### src/design/ssf_pkg.sv
// ============================================================================
// ssf_pkg
// Shared types and constants for the steering safety filter.
// ============================================================================
package ssf_pkg;

    localparam int OMEGA_W    = 16;
    localparam int SPEED_W    = 15;
    localparam int GAIN_W     = 8;
    localparam int SLOW_W     = 9;
    localparam int AGE_W      = 16;
    localparam int CFG_IDX_W  = 3;
    localparam int CFG_DATA_W = 16;

    localparam int MUL_X_W    = 24;
    localparam int MUL_Y_W    = 17;
    localparam int PROD_W     = MUL_X_W + MUL_Y_W;
    localparam int DEN_W      = SPEED_W + 8;
    localparam int NUM_W      = DEN_W + SPEED_W;
    localparam int DIV_STEPS  = SPEED_W;
    localparam int CNT_W      = $clog2(DIV_STEPS);

    localparam logic [GAIN_W-1:0]  GAIN_MAX = 8'd253;
    localparam logic [SLOW_W-1:0]  SLOW_MAX = 9'd256;
    localparam logic [AGE_W-1:0]   AGE_MAX  = 16'hFFFF;

    localparam logic [GAIN_W-1:0]  GAIN_RST      = 8'd166;
    localparam logic [SPEED_W-1:0] LIMIT_RST     = 15'd3277;
    localparam logic [SPEED_W-1:0] CRUISE_RST    = 15'd410;
    localparam logic [SLOW_W-1:0]  SLOW_RST      = 9'd77;
    localparam logic [AGE_W-1:0]   STALE_LIM_RST = 16'd10;

    typedef enum logic [1:0] {
        OP_SAMPLE = 2'd0,
        OP_GO     = 2'd1,
        OP_TICK   = 2'd2
    } op_t;

    typedef enum logic [CFG_IDX_W-1:0] {
        CFG_GAIN      = 3'd0,
        CFG_LIMIT     = 3'd1,
        CFG_CRUISE    = 3'd2,
        CFG_SLOW      = 3'd3,
        CFG_STALE_LIM = 3'd4,
        CFG_NEED_GO   = 3'd5
    } cfg_idx_t;

    typedef enum logic [3:0] {
        S_IDLE,
        S_MUL1,
        S_MUL2,
        S_SUM,
        S_MUL3,
        S_DIFF,
        S_MUL4,
        S_DIVINIT,
        S_DIV,
        S_OUT
    } state_t;

endpackage

### src/design/ssf_ifs.sv
// ============================================================================
// ssf_ifs
// Valid/ready channels of the steering safety filter: item, result, config.
// ============================================================================
interface ssf_item_if
    import ssf_pkg::*;
    ();
    logic                      valid;
    logic                      ready;
    logic [1:0]                op;
    logic signed [OMEGA_W-1:0] omega_sample;
    logic                      go_in;

    modport source (output valid, op, omega_sample, go_in, input ready);
    modport sink   (input valid, op, omega_sample, go_in, output ready);
endinterface

interface ssf_result_if
    import ssf_pkg::*;
    ();
    logic                      valid;
    logic                      ready;
    logic [SPEED_W-1:0]        linear_cmd;
    logic signed [OMEGA_W-1:0] angular_cmd;
    logic                      stale;

    modport source (output valid, linear_cmd, angular_cmd, stale, input ready);
    modport sink   (input valid, linear_cmd, angular_cmd, stale, output ready);
endinterface

interface ssf_cfg_if
    import ssf_pkg::*;
    ();
    logic                  valid;
    logic                  ready;
    logic [CFG_IDX_W-1:0]  index;
    logic [CFG_DATA_W-1:0] data;

    modport source (output valid, index, data, input ready);
    modport sink   (input valid, index, data, output ready);
endinterface

### src/design/ssf_alu.sv
// ============================================================================
// ssf_alu
// Shared arithmetic: signed multiplier and one restoring divide step.
// ============================================================================
module ssf_alu
    import ssf_pkg::*;
(
    input  logic signed [MUL_X_W-1:0] mul_x,
    input  logic signed [MUL_Y_W-1:0] mul_y,
    output logic signed [PROD_W-1:0]  prod,
    input  logic [DEN_W-1:0]          rem,
    input  logic                      num_bit,
    input  logic [DEN_W-1:0]          den,
    output logic [DEN_W-1:0]          rem_next,
    output logic                      q_bit
);

    logic [DEN_W:0] shifted;
    logic [DEN_W:0] trial;

    assign prod    = mul_x * mul_y;
    assign shifted = {rem, num_bit};
    assign trial   = shifted - {1'b0, den};
    assign q_bit   = (shifted >= {1'b0, den});

    always_comb
    begin
        if (q_bit)
        begin
            rem_next = trial[DEN_W-1:0];
        end
        else
        begin
            rem_next = shifted[DEN_W-1:0];
        end
    end

endmodule

### src/design/steering_safety_filter_unit.sv
// ============================================================================
// steering_safety_filter_unit
// Watchdog, exponential smoothing, clamp and turn slowdown of a velocity cmd.
//
//  channel  dir  handshake      payload
//  item     in   valid/ready    op, omega_sample, go_in
//  result   out  valid/ready    linear_cmd, angular_cmd, stale
//  cfg      in   valid/ready    index, data
//
//  Sample and go items finish in S_IDLE. A stale tick goes on to S_OUT; a
//  tick without slowdown (go low or turn_slowdown zero) runs S_MUL1, S_MUL2,
//  S_SUM, S_OUT; a full tick adds S_MUL3, S_DIFF, S_MUL4 and a 15-step
//  restoring divider; one shared 24x17 multiplier serves S_MUL1-4.
//  rst_n resets all state and loads the register defaults asynchronously.
//  The result register holds until taken; a tick waits in its final state
//  only while the previous result is still pending. cfg is always ready.
// ============================================================================
module steering_safety_filter_unit
    import ssf_pkg::*;
(
    input  logic clk,
    input  logic rst_n,
    ssf_item_if.sink     item,
    ssf_result_if.source result,
    ssf_cfg_if.sink      cfg
);

    state_t state_reg, state_next;

    logic [GAIN_W-1:0]  gain_reg;
    logic [SPEED_W-1:0] limit_reg;
    logic [SPEED_W-1:0] cruise_reg;
    logic [SLOW_W-1:0]  slow_reg;
    logic [AGE_W-1:0]   stale_lim_reg;
    logic               need_go_reg;

    logic signed [OMEGA_W-1:0] smooth_reg;
    logic signed [OMEGA_W-1:0] latest_reg;
    logic                      seen_reg;
    logic [AGE_W-1:0]          age_reg;
    logic                      go_seen_reg;
    logic                      go_val_reg;

    logic signed [PROD_W-1:0] prod_reg;
    logic signed [PROD_W-1:0] acc_reg;
    logic [DEN_W-1:0]         rem_reg;
    logic [SPEED_W-1:0]       quo_reg;
    logic [CNT_W-1:0]         cnt_reg;
    logic [SPEED_W-1:0]       lin_reg;
    logic                     stale_reg;

    logic                      out_valid_reg;
    logic [SPEED_W-1:0]        out_lin_reg;
    logic signed [OMEGA_W-1:0] out_ang_reg;
    logic                      out_stale_reg;

    logic [GAIN_W-1:0]         a_eff;
    logic [SLOW_W-1:0]         a_cmp;
    logic [SPEED_W-1:0]        lim_eff;
    logic [SLOW_W-1:0]         slow_eff;
    logic [DEN_W-1:0]          den;
    logic signed [MUL_X_W-1:0] mul_x;
    logic signed [MUL_Y_W-1:0] mul_y;
    logic signed [PROD_W-1:0]  prod;
    logic [DEN_W-1:0]          rem_next;
    logic                      q_bit;
    logic                      item_acc;
    logic                      stale_now;
    logic                      go_now;
    logic                      out_load;
    logic signed [PROD_W-1:0]  sum_t;
    logic signed [OMEGA_W:0]   w_full;
    logic signed [OMEGA_W:0]   lim17;
    logic signed [OMEGA_W:0]   lim_neg17;
    logic signed [OMEGA_W-1:0] w_clamp;
    logic [OMEGA_W-1:0]        mag16;
    logic [SPEED_W-1:0]        mag;
    logic [DEN_W-1:0]          diff;
    logic [NUM_W-1:0]          num_rnd;
    logic signed [OMEGA_W:0]   ang17;

    assign a_eff    = (gain_reg > GAIN_MAX) ? GAIN_MAX : gain_reg;
    assign a_cmp    = SLOW_MAX - {1'b0, a_eff};
    assign lim_eff  = (limit_reg == '0) ? SPEED_W'(1) : limit_reg;
    assign slow_eff = (slow_reg > SLOW_MAX) ? SLOW_MAX : slow_reg;
    assign den      = {lim_eff, 8'b0};

    assign item.ready = (state_reg == S_IDLE);
    assign item_acc   = item.valid && item.ready;
    assign stale_now  = !seen_reg || (age_reg > stale_lim_reg);
    assign go_now     = need_go_reg ? (go_seen_reg && go_val_reg) : go_val_reg;
    assign out_load   = (state_reg == S_OUT) && (!out_valid_reg || result.ready);

    assign cfg.ready = 1'b1;

    assign result.valid       = out_valid_reg;
    assign result.linear_cmd  = out_lin_reg;
    assign result.angular_cmd = out_ang_reg;
    assign result.stale       = out_stale_reg;

    assign sum_t     = acc_reg + prod_reg + PROD_W'(128);
    assign w_full    = sum_t[OMEGA_W+8:8];
    assign lim17     = $signed({2'b0, lim_eff});
    assign lim_neg17 = -lim17;
    assign mag16     = smooth_reg[OMEGA_W-1] ? (-smooth_reg) : smooth_reg;
    assign mag       = mag16[SPEED_W-1:0];
    assign diff      = den - prod_reg[DEN_W-1:0];
    assign num_rnd   = prod_reg[NUM_W-1:0] + NUM_W'({lim_eff, 7'b0});
    assign ang17     = {result.angular_cmd[OMEGA_W-1], result.angular_cmd};

    always_comb
    begin
        if (w_full > lim17)
        begin
            w_clamp = lim17[OMEGA_W-1:0];
        end
        else if (w_full < lim_neg17)
        begin
            w_clamp = lim_neg17[OMEGA_W-1:0];
        end
        else
        begin
            w_clamp = w_full[OMEGA_W-1:0];
        end
    end

    always_comb
    begin
        case (state_reg)
            S_MUL1:
            begin
                mul_x = {{(MUL_X_W-OMEGA_W){smooth_reg[OMEGA_W-1]}}, smooth_reg};
                mul_y = $signed({{(MUL_Y_W-GAIN_W){1'b0}}, a_eff});
            end
            S_MUL2:
            begin
                mul_x = {{(MUL_X_W-OMEGA_W){latest_reg[OMEGA_W-1]}}, latest_reg};
                mul_y = $signed({{(MUL_Y_W-SLOW_W){1'b0}}, a_cmp});
            end
            S_MUL3:
            begin
                mul_x = $signed({{(MUL_X_W-SPEED_W){1'b0}}, mag});
                mul_y = $signed({{(MUL_Y_W-SLOW_W){1'b0}}, slow_eff});
            end
            S_MUL4:
            begin
                mul_x = acc_reg[MUL_X_W-1:0];
                mul_y = $signed({{(MUL_Y_W-SPEED_W){1'b0}}, cruise_reg});
            end
            default:
            begin
                mul_x = '0;
                mul_y = '0;
            end
        endcase
    end

    ssf_alu u_alu (
        .mul_x    (mul_x),
        .mul_y    (mul_y),
        .prod     (prod),
        .rem      (rem_reg),
        .num_bit  (quo_reg[SPEED_W-1]),
        .den      (den),
        .rem_next (rem_next),
        .q_bit    (q_bit)
    );

    always_ff @(posedge clk or negedge rst_n)
    begin
        if (!rst_n)
        begin
            state_reg <= S_IDLE;
        end
        else
        begin
            state_reg <= state_next;
        end
    end

    always_comb
    begin
        state_next = state_reg;
        case (state_reg)
            S_IDLE:
            begin
                if (item_acc && (item.op == OP_TICK))
                begin
                    state_next = stale_now ? S_OUT : S_MUL1;
                end
            end
            S_MUL1:    state_next = S_MUL2;
            S_MUL2:    state_next = S_SUM;
            S_SUM:
            begin
                state_next = (!go_now || (slow_eff == '0)) ? S_OUT : S_MUL3;
            end
            S_MUL3:    state_next = S_DIFF;
            S_DIFF:    state_next = S_MUL4;
            S_MUL4:    state_next = S_DIVINIT;
            S_DIVINIT: state_next = S_DIV;
            S_DIV:
            begin
                if (cnt_reg == CNT_W'(DIV_STEPS - 1))
                begin
                    state_next = S_OUT;
                end
            end
            S_OUT:
            begin
                if (out_load)
                begin
                    state_next = S_IDLE;
                end
            end
            default:   state_next = S_IDLE;
        endcase
    end

    // configuration registers
    always_ff @(posedge clk or negedge rst_n)
    begin
        if (!rst_n)
        begin
            gain_reg      <= GAIN_RST;
            limit_reg     <= LIMIT_RST;
            cruise_reg    <= CRUISE_RST;
            slow_reg      <= SLOW_RST;
            stale_lim_reg <= STALE_LIM_RST;
            need_go_reg   <= 1'b0;
        end
        else if (cfg.valid && cfg.ready)
        begin
            case (cfg.index)
                CFG_GAIN:      gain_reg      <= cfg.data[GAIN_W-1:0];
                CFG_LIMIT:     limit_reg     <= cfg.data[SPEED_W-1:0];
                CFG_CRUISE:    cruise_reg    <= cfg.data[SPEED_W-1:0];
                CFG_SLOW:      slow_reg      <= cfg.data[SLOW_W-1:0];
                CFG_STALE_LIM: stale_lim_reg <= cfg.data[AGE_W-1:0];
                CFG_NEED_GO:   need_go_reg   <= cfg.data[0];
                default:       ;
            endcase
        end
    end

    // filter state and sequencer datapath
    always_ff @(posedge clk or negedge rst_n)
    begin
        if (!rst_n)
        begin
            smooth_reg  <= '0;
            latest_reg  <= '0;
            seen_reg    <= 1'b0;
            age_reg     <= '0;
            go_seen_reg <= 1'b0;
            go_val_reg  <= 1'b1;
            prod_reg    <= '0;
            acc_reg     <= '0;
            rem_reg     <= '0;
            quo_reg     <= '0;
            cnt_reg     <= '0;
            lin_reg     <= '0;
            stale_reg   <= 1'b0;
        end
        else
        begin
            if (item_acc)
            begin
                case (item.op)
                    OP_SAMPLE:
                    begin
                        latest_reg <= item.omega_sample;
                        seen_reg   <= 1'b1;
                        age_reg    <= '0;
                    end
                    OP_GO:
                    begin
                        go_val_reg  <= item.go_in;
                        go_seen_reg <= 1'b1;
                    end
                    OP_TICK:
                    begin
                        if (age_reg != AGE_MAX)
                        begin
                            age_reg <= age_reg + AGE_W'(1);
                        end
                        stale_reg <= stale_now;
                        if (stale_now)
                        begin
                            smooth_reg <= '0;
                            lin_reg    <= '0;
                        end
                    end
                    default: ;
                endcase
            end

            case (state_reg)
                S_MUL1:
                begin
                    prod_reg <= prod;
                end
                S_MUL2:
                begin
                    prod_reg <= prod;
                    acc_reg  <= prod_reg;
                end
                S_SUM:
                begin
                    smooth_reg <= w_clamp;
                    if (!go_now)
                    begin
                        lin_reg <= '0;
                    end
                    else
                    begin
                        lin_reg <= cruise_reg;
                    end
                end
                S_MUL3:
                begin
                    prod_reg <= prod;
                end
                S_DIFF:
                begin
                    acc_reg <= PROD_W'(diff);
                end
                S_MUL4:
                begin
                    prod_reg <= prod;
                end
                S_DIVINIT:
                begin
                    rem_reg <= num_rnd[NUM_W-1:SPEED_W];
                    quo_reg <= num_rnd[SPEED_W-1:0];
                    cnt_reg <= '0;
                end
                S_DIV:
                begin
                    rem_reg <= rem_next;
                    quo_reg <= {quo_reg[SPEED_W-2:0], q_bit};
                    cnt_reg <= cnt_reg + CNT_W'(1);
                    lin_reg <= {quo_reg[SPEED_W-2:0], q_bit};
                end
                default: ;
            endcase
        end
    end

    // result register
    always_ff @(posedge clk or negedge rst_n)
    begin
        if (!rst_n)
        begin
            out_valid_reg <= 1'b0;
            out_lin_reg   <= '0;
            out_ang_reg   <= '0;
            out_stale_reg <= 1'b0;
        end
        else
        begin
            if (out_load)
            begin
                out_valid_reg <= 1'b1;
                out_lin_reg   <= lin_reg;
                out_ang_reg   <= smooth_reg;
                out_stale_reg <= stale_reg;
            end
            else if (result.valid && result.ready)
            begin
                out_valid_reg <= 1'b0;
            end
        end
    end

    a_div_rem_below_den: assert property (
        @(posedge clk) disable iff (!rst_n)
        (state_reg == S_DIV) |-> (rem_reg < den))
        else $error("divider remainder not below divisor");

    a_stale_zero: assert property (
        @(posedge clk) disable iff (!rst_n)
        (result.valid && result.stale) |->
            ((result.linear_cmd == '0) && (result.angular_cmd == '0)))
        else $error("stale transaction carries nonzero command");

    a_angular_clamped: assert property (
        @(posedge clk) disable iff (!rst_n)
        (result.valid && !result.stale) |-> ((ang17 <= lim17) && (ang17 >= lim_neg17)))
        else $error("angular command outside clamp");

    a_sample_clears_age: assert property (
        @(posedge clk) disable iff (!rst_n)
        (item_acc && (item.op == OP_SAMPLE)) |=> ((age_reg == '0) && seen_reg))
        else $error("sample did not reset watchdog");

    a_lin_within_cruise: assert property (
        @(posedge clk) disable iff (!rst_n)
        result.valid |-> (result.linear_cmd <= cruise_reg))
        else $error("linear command above cruise speed");

endmodule
### src/flat_wrapper.sv
// flat-port wrapper written by rule: the top's interface ports become plain ports
module steering_safety_filter_unit_flat import ssf_pkg::*;
  (clk, rst_n, item_valid, item_op, item_omega_sample, item_go_in, item_ready, result_valid, result_linear_cmd, result_angular_cmd, result_stale, result_ready, cfg_valid, cfg_index, cfg_data, cfg_ready);
  ssf_item_if item_i ();
  ssf_result_if result_i ();
  ssf_cfg_if cfg_i ();
  input  logic clk;
  input  logic rst_n;
  input wire logic [$bits(item_i.valid)-1:0] item_valid;
  input wire logic [$bits(item_i.op)-1:0] item_op;
  input wire logic [$bits(item_i.omega_sample)-1:0] item_omega_sample;
  input wire logic [$bits(item_i.go_in)-1:0] item_go_in;
  output wire logic [$bits(item_i.ready)-1:0] item_ready;
  output wire logic [$bits(result_i.valid)-1:0] result_valid;
  output wire logic [$bits(result_i.linear_cmd)-1:0] result_linear_cmd;
  output wire logic [$bits(result_i.angular_cmd)-1:0] result_angular_cmd;
  output wire logic [$bits(result_i.stale)-1:0] result_stale;
  input wire logic [$bits(result_i.ready)-1:0] result_ready;
  input wire logic [$bits(cfg_i.valid)-1:0] cfg_valid;
  input wire logic [$bits(cfg_i.index)-1:0] cfg_index;
  input wire logic [$bits(cfg_i.data)-1:0] cfg_data;
  output wire logic [$bits(cfg_i.ready)-1:0] cfg_ready;
  assign item_i.valid = item_valid;
  assign item_i.op = item_op;
  assign item_i.omega_sample = item_omega_sample;
  assign item_i.go_in = item_go_in;
  assign item_ready = item_i.ready;
  assign result_valid = result_i.valid;
  assign result_linear_cmd = result_i.linear_cmd;
  assign result_angular_cmd = result_i.angular_cmd;
  assign result_stale = result_i.stale;
  assign result_i.ready = result_ready;
  assign cfg_i.valid = cfg_valid;
  assign cfg_i.index = cfg_index;
  assign cfg_i.data = cfg_data;
  assign cfg_ready = cfg_i.ready;
  steering_safety_filter_unit u_core (.clk(clk), .rst_n(rst_n), .item(item_i), .result(result_i), .cfg(cfg_i));
endmodule
### config.mk
export PLATFORM = sky130hd
export DESIGN_NAME = steering_safety_filter_unit_flat
export DESIGN_NICKNAME = d
export VERILOG_FILES = /design/src/design/ssf_pkg.sv /design/src/design/ssf_ifs.sv /design/src/design/ssf_alu.sv /design/src/design/steering_safety_filter_unit.sv /design/src/flat_wrapper.sv
export SDC_FILE = /design/constraint.sdc
export NUM_CORES = 2
export LEC_CHECK = 0
export BUFFER_PORTS_ARGS = -buffer_cell sky130_fd_sc_hd__buf_2
export CORE_ASPECT_RATIO = 1.4
export CORE_MARGIN = 2
export CORE_UTILIZATION = 65
export CTS_CLUSTER_DIAMETER = 150
export DETAILED_ROUTE_END_ITERATION = 16
export PLACE_DENSITY = 0.82
export SKIP_LAST_GASP = 1
export SLEW_MARGIN = 20
export SYNTH_ARGS = -nofsm -noshare
export SYNTH_HDL_FRONTEND = slang
export SYNTH_HIERARCHICAL = 1
export SYNTH_SLANG_ARGS = --single-unit
### constraint.sdc
create_clock -name clk -period 17.3 [get_ports clk]
set_input_delay 3.46 -clock clk [delete_from_list [all_inputs] [get_ports clk]]
set_output_delay 3.46 -clock clk [all_outputs]
set_load 0.02 [all_outputs]
## Yosys cells after proc, flatten, opt, wreduce, memory -nomap -nowiden

Cells that the tools add are included.

- Flip-flop bits (word level): 273
- Input bits: 43
- Word-level logic and storage cells: 136

- $add $sub $neg: 10
- $mul: 1
- Magnitude comparators: 6
- Equal/unequal tests: 22
- Multiplexer cells: 33
- Reductions and logical operators: 40

Operators with widths:

| kind | count |
|---|---|
| two-way mux 16 bit | 7 |
| one-hot mux 24 bit (4 select lines) | 1 |
| two-way mux 15 bit | 6 |
| one-hot mux 15 bit (2 select lines) | 2 |
| one-hot mux 15 bit (4 select lines) | 1 |
| one-hot mux 25 bit (2 select lines) | 1 |
| one-hot mux 23 bit (2 select lines) | 1 |
| subtractor 23 bit | 2 |
| one-hot mux 4 bit (10 select lines) | 1 |
| adder 38 x 22 -> 38 bit | 1 |
| multiplier 24 x 16 -> 38 bit | 1 |
| one-hot mux 16 bit (2 select lines) | 1 |
| adder 25 bit | 1 |
| adder 25 x 9 -> 25 bit, second input constant | 1 |
| greater-or-equal comparator 24 x 23 -> 1 bit | 1 |
| two-way mux 23 bit | 1 |
| two-way mux 4 bit | 5 |
| AND reduction 2 bit | 9 |
| greater-than comparator 17 x 16 -> 1 bit | 1 |
| < comparator 17 bit | 1 |
| negation 15 -> 17 bit | 1 |
| adder 16 x 1 -> 16 bit, second input constant | 1 |
| == test 4 x 3 -> 1 bit, second input constant | 4 |
| greater-than comparator 16 bit | 1 |
| other kinds (32) | 60 |

## Depth between registers and ports, before layout

- Depth in word-level cells: 7
- Depth in mapped cells: 32

## Modules after synthesis

The synthesis kept the hierarchy.

By module, submodules not included:

| module | times used | cells an instance | area each (sq um) | sequential area each (sq um) |
|---|---|---|---|---|
| steering_safety_filter_unit | 1 | 1667 | 16243.1 | 6860.3 |
| ssf_alu | 1 | 1866 | 16091.7 | 0.0 |

## Least setup slack after synthesis

OpenSTA, ideal clock, no wires.

- Kind: register -> register
- Start point: register u_core.state_reg[0]
- End point: register u_core.prod_reg[37]
- Arrival time: 7.913 ns
- Required time: 17.175 ns
- Path slack: 9.262 ns
- Cell stages (with the launch flop): 27
- Buffers on the path: 3
- Clock period less this slack: 8.038 ns
- Cells stage by stage: dfrtp_1 clkbuf_1 nand2b_1 nor3_1 clkbuf_1 a22oi_1 nand2_1 clkbuf_1 nand2_1 inv_1 fa_1 fa_1 fa_1 fa_1 fa_1 inv_1 fa_1 inv_1 ha_1 a21o_1 a21o_1 a221o_1 a21o_1 a21oi_2 o31ai_1 xor2_1 mux2_2

- Longest elaborated chain between the ends: 3

Ends and longest elaborated chain:

| what | line | source |
|---|---|---|
| start, declared | steering_safety_filter_unit.sv:28 | `state_t state_reg, state_next;` |
| start signal, assigned | steering_safety_filter_unit.sv:177 | `state_reg <= state_next;` |
| == test 4 x 3 -> 1 bit (tied with other cells) | steering_safety_filter_unit.sv:129 | `case (state_reg)` |
| one-hot mux 24 bit (4 select lines) * | steering_safety_filter_unit.sv:129 |  |
| via u_core.mul_x[23] | steering_safety_filter_unit.sv:62 | `logic signed [MUL_X_W-1:0] mul_x;` |
| multiplier 24 x 16 -> 38 bit * | ssf_alu.sv:21 | `assign prod = mul_x * mul_y;` |
| via u_core.prod[37] | steering_safety_filter_unit.sv:64 | `logic signed [PROD_W-1:0] prod;` |
| end signal, assigned | steering_safety_filter_unit.sv:301 | `prod_reg <= prod;` |
| end signal, assigned | steering_safety_filter_unit.sv:305 | `prod_reg <= prod;` |
| end signal, assigned | steering_safety_filter_unit.sv:322 | `prod_reg <= prod;` |
| end, declared | steering_safety_filter_unit.sv:44 | `logic signed [PROD_W-1:0] prod_reg;` |

Mark *: on every way through the listed nets, which the timed path passes. The rest lies on a longest branch.
A chain may end at the register's enable or synchronous reset.

## Final worst setup path

- Start point: register u_core.state_reg[2]
- End point: register u_core.prod_reg[27]

- Longest elaborated chain between the ends: 3

Ends and longest elaborated chain:

| what | line | source |
|---|---|---|
| == test 4 x 3 -> 1 bit (tied with other cells) | steering_safety_filter_unit.sv:129 |  |
| one-hot mux 15 bit (4 select lines) * | steering_safety_filter_unit.sv:129 |  |
| via u_core.mul_y[3] | steering_safety_filter_unit.sv:63 | `logic signed [MUL_Y_W-1:0] mul_y;` |
| multiplier 24 x 16 -> 38 bit * | ssf_alu.sv:21 |  |
| via u_core.prod[27] | steering_safety_filter_unit.sv:64 |  |

Marks and branches as above.

==> flow_summary.yaml <==
detailed_routing:
  final_antenna_net_count: 0
  drt-initial-drc-count: 2304
  wirelength_um: 92300
  wl_per_cell_um: 22.3
  num_vias: 25900
  dr.pass1.iters: 8
  drc: 0
  vias_per_cell: 6.26
global_route:
  antenna_found_initial: 5
  grt_pass1_vias: 27600
  busiest_layer: "met2"
  met1_usage: 0.444
  grt_pass1_wl_um: 148000
  use_met3: 0.0557
  grtUsageMet2: 0.638
  grt_usage: 0.379
  grt_overflow: 0
  grt_max_degree: 168
clocking:
  ctsResizeCount: 0
  cts.clk_slew.worst_paths_ps: 70
  post_cts_buffers: 0
  clk_path_buf_depth: 3
  cts_hold_buf: 0
  insertion_delay_ps: 580
  cts_buffers: 25
  cts_tree: "yes"
  cts_root_buf: "clkbuf_16"
  numClockSinks: 273
  cts-htree-levels: 1
cells_and_area:
  largest_register_ffs: 38
  final_common_cell: "inv_1"
  layout.cells.non_filler: 4135
  final_cell_mix: "inv_1 (555), nand2_1 (430), fa_1 (389)"
  nNetsFinal: 4163
  area_delta_synth_final_pct: 6.27
  layout-drive-gt1-share: 0.0976
placed_design:
  port_buffers: 76
  gp_congestion: 1.05
  post-place-cells: 4088
  place_hpwl_um: 71400
timing:
  tns_ps: 0
  rsz0062_at_grt: "false"
  tightestPinTransition_ps: 1200
  fin_crit_ps: 8650
  slew_violations: 0
  finalClockSkew_ps: 25.2
  max_freq_mhz: 116
  setup-violations-final: 0
  finalCritPeriodShare: 0.500
  hold_violations: 0
  relSlewSlack: 0.203
setup_path:
  crit_path_max_fanout: 24
  path_class: "reg2reg"
  critical_path_arrival_ps: 9090
  worstReg2RegStart: "u_core/state_reg[2]"
  critPathLaunch: "u_core/state_reg[2]"
  end_kind: "flip-flop"
  cp-start-kind: "flip-flop"
  cp_data_required_time_ps: 17750
  r2r_slack_ps: 8650
floorplan:
  num_rows: 95
  die_w_um: 191
  initial_core_util: 0.659
  die_y_um: 265
  dieArea_um2: 50600
  ios: 78
  core_um2: 48100
hold_path:
  min_from: "u_core/go_seen_reg"
  min_path_type: "reg2reg"
synth:
  syn_area_per_cell_um2: 9.15
  yosysWarnings: 6
  syn_area_um2: 31700
  syn_inst: 3467
run:
  maxCapViolCount: 0
run_status:
  outcome: "finished, final reports clean"
metrics by stage:
stage | utilization | setup slack [ps] | hold WS [ps] | cell area, um^2
6_report | 0.700 | 8650 | 490 | 33700
5_1_grt | 0.700 | 8290 | 504 | 33700
4_1_cts | 0.700 | 8780 | 494 | 33700
3_5_place_dp | 0.682 | 8800 | 474 | 32800
3_3_place_gp | 0.682 | 8970 | 445 | 32800
2_1_floorplan | - | 9400 | 429 | 31800
routing by layer:
layer	part of all wire	up-vias	routed length (um)
met5	0.00024	-	22
met1	0.35	12800	32400
li1	-	11300	-
met2	0.49	1368	45200
met4	0.083	4	7640
met3	0.076	420	7040
area by class of cell:
| type | instances | area [um^2] |
|---|---|---|
| multi-input combinational | 2504 | 22300 |
| fill | 3631 | 14400 |
| sequential | 273 | 6860 |
| inverter | 558 | 2090 |
| tap | 630 | 788 |
| timing repair buffer | 123 | 756 |
| clock buffer | 30 | 684 |
| clock inverter | 16 | 193 |
| antenna | 1 | 2.50 |
critical path, stage by stage, from the launching register on:
cell	delay (ps)
dfrtp_1	570
nor2b_1	330
nand2_1	450
a21oi_1	540
a221o_1	340
buf_4	360
nand2_1	140
fa_1	490
fa_1	500
inv_1	60
fa_1	500
inv_1	50
fa_1	470
inv_1	50
fa_1	530
inv_1	60
fa_1	530
inv_1	70
ha_1	400
o211ai_1	150
o21ai_0	240
a21oi_1	110
a21oi_2	360
and2_1	260
a21oi_1	140
o41ai_1	410
xor2_1	140
mux2_2	280
worst paths after layout:
kind / cells past startpoint / to
min in group asynchronous: 1 / u_core/rem_reg[6]
min: 1 / u_core/go_seen_reg
max reg2reg: 27 / u_core/prod_reg[27]
min reg2reg: 1 / u_core/go_seen_reg
max: 27 / u_core/prod_reg[27]
max in group asynchronous: 2 / u_core/latest_reg[9]
Power is left out: the tool's default activity adds up to more than one toggle a clock period on the data nets, which glitch-free logic cannot reach.
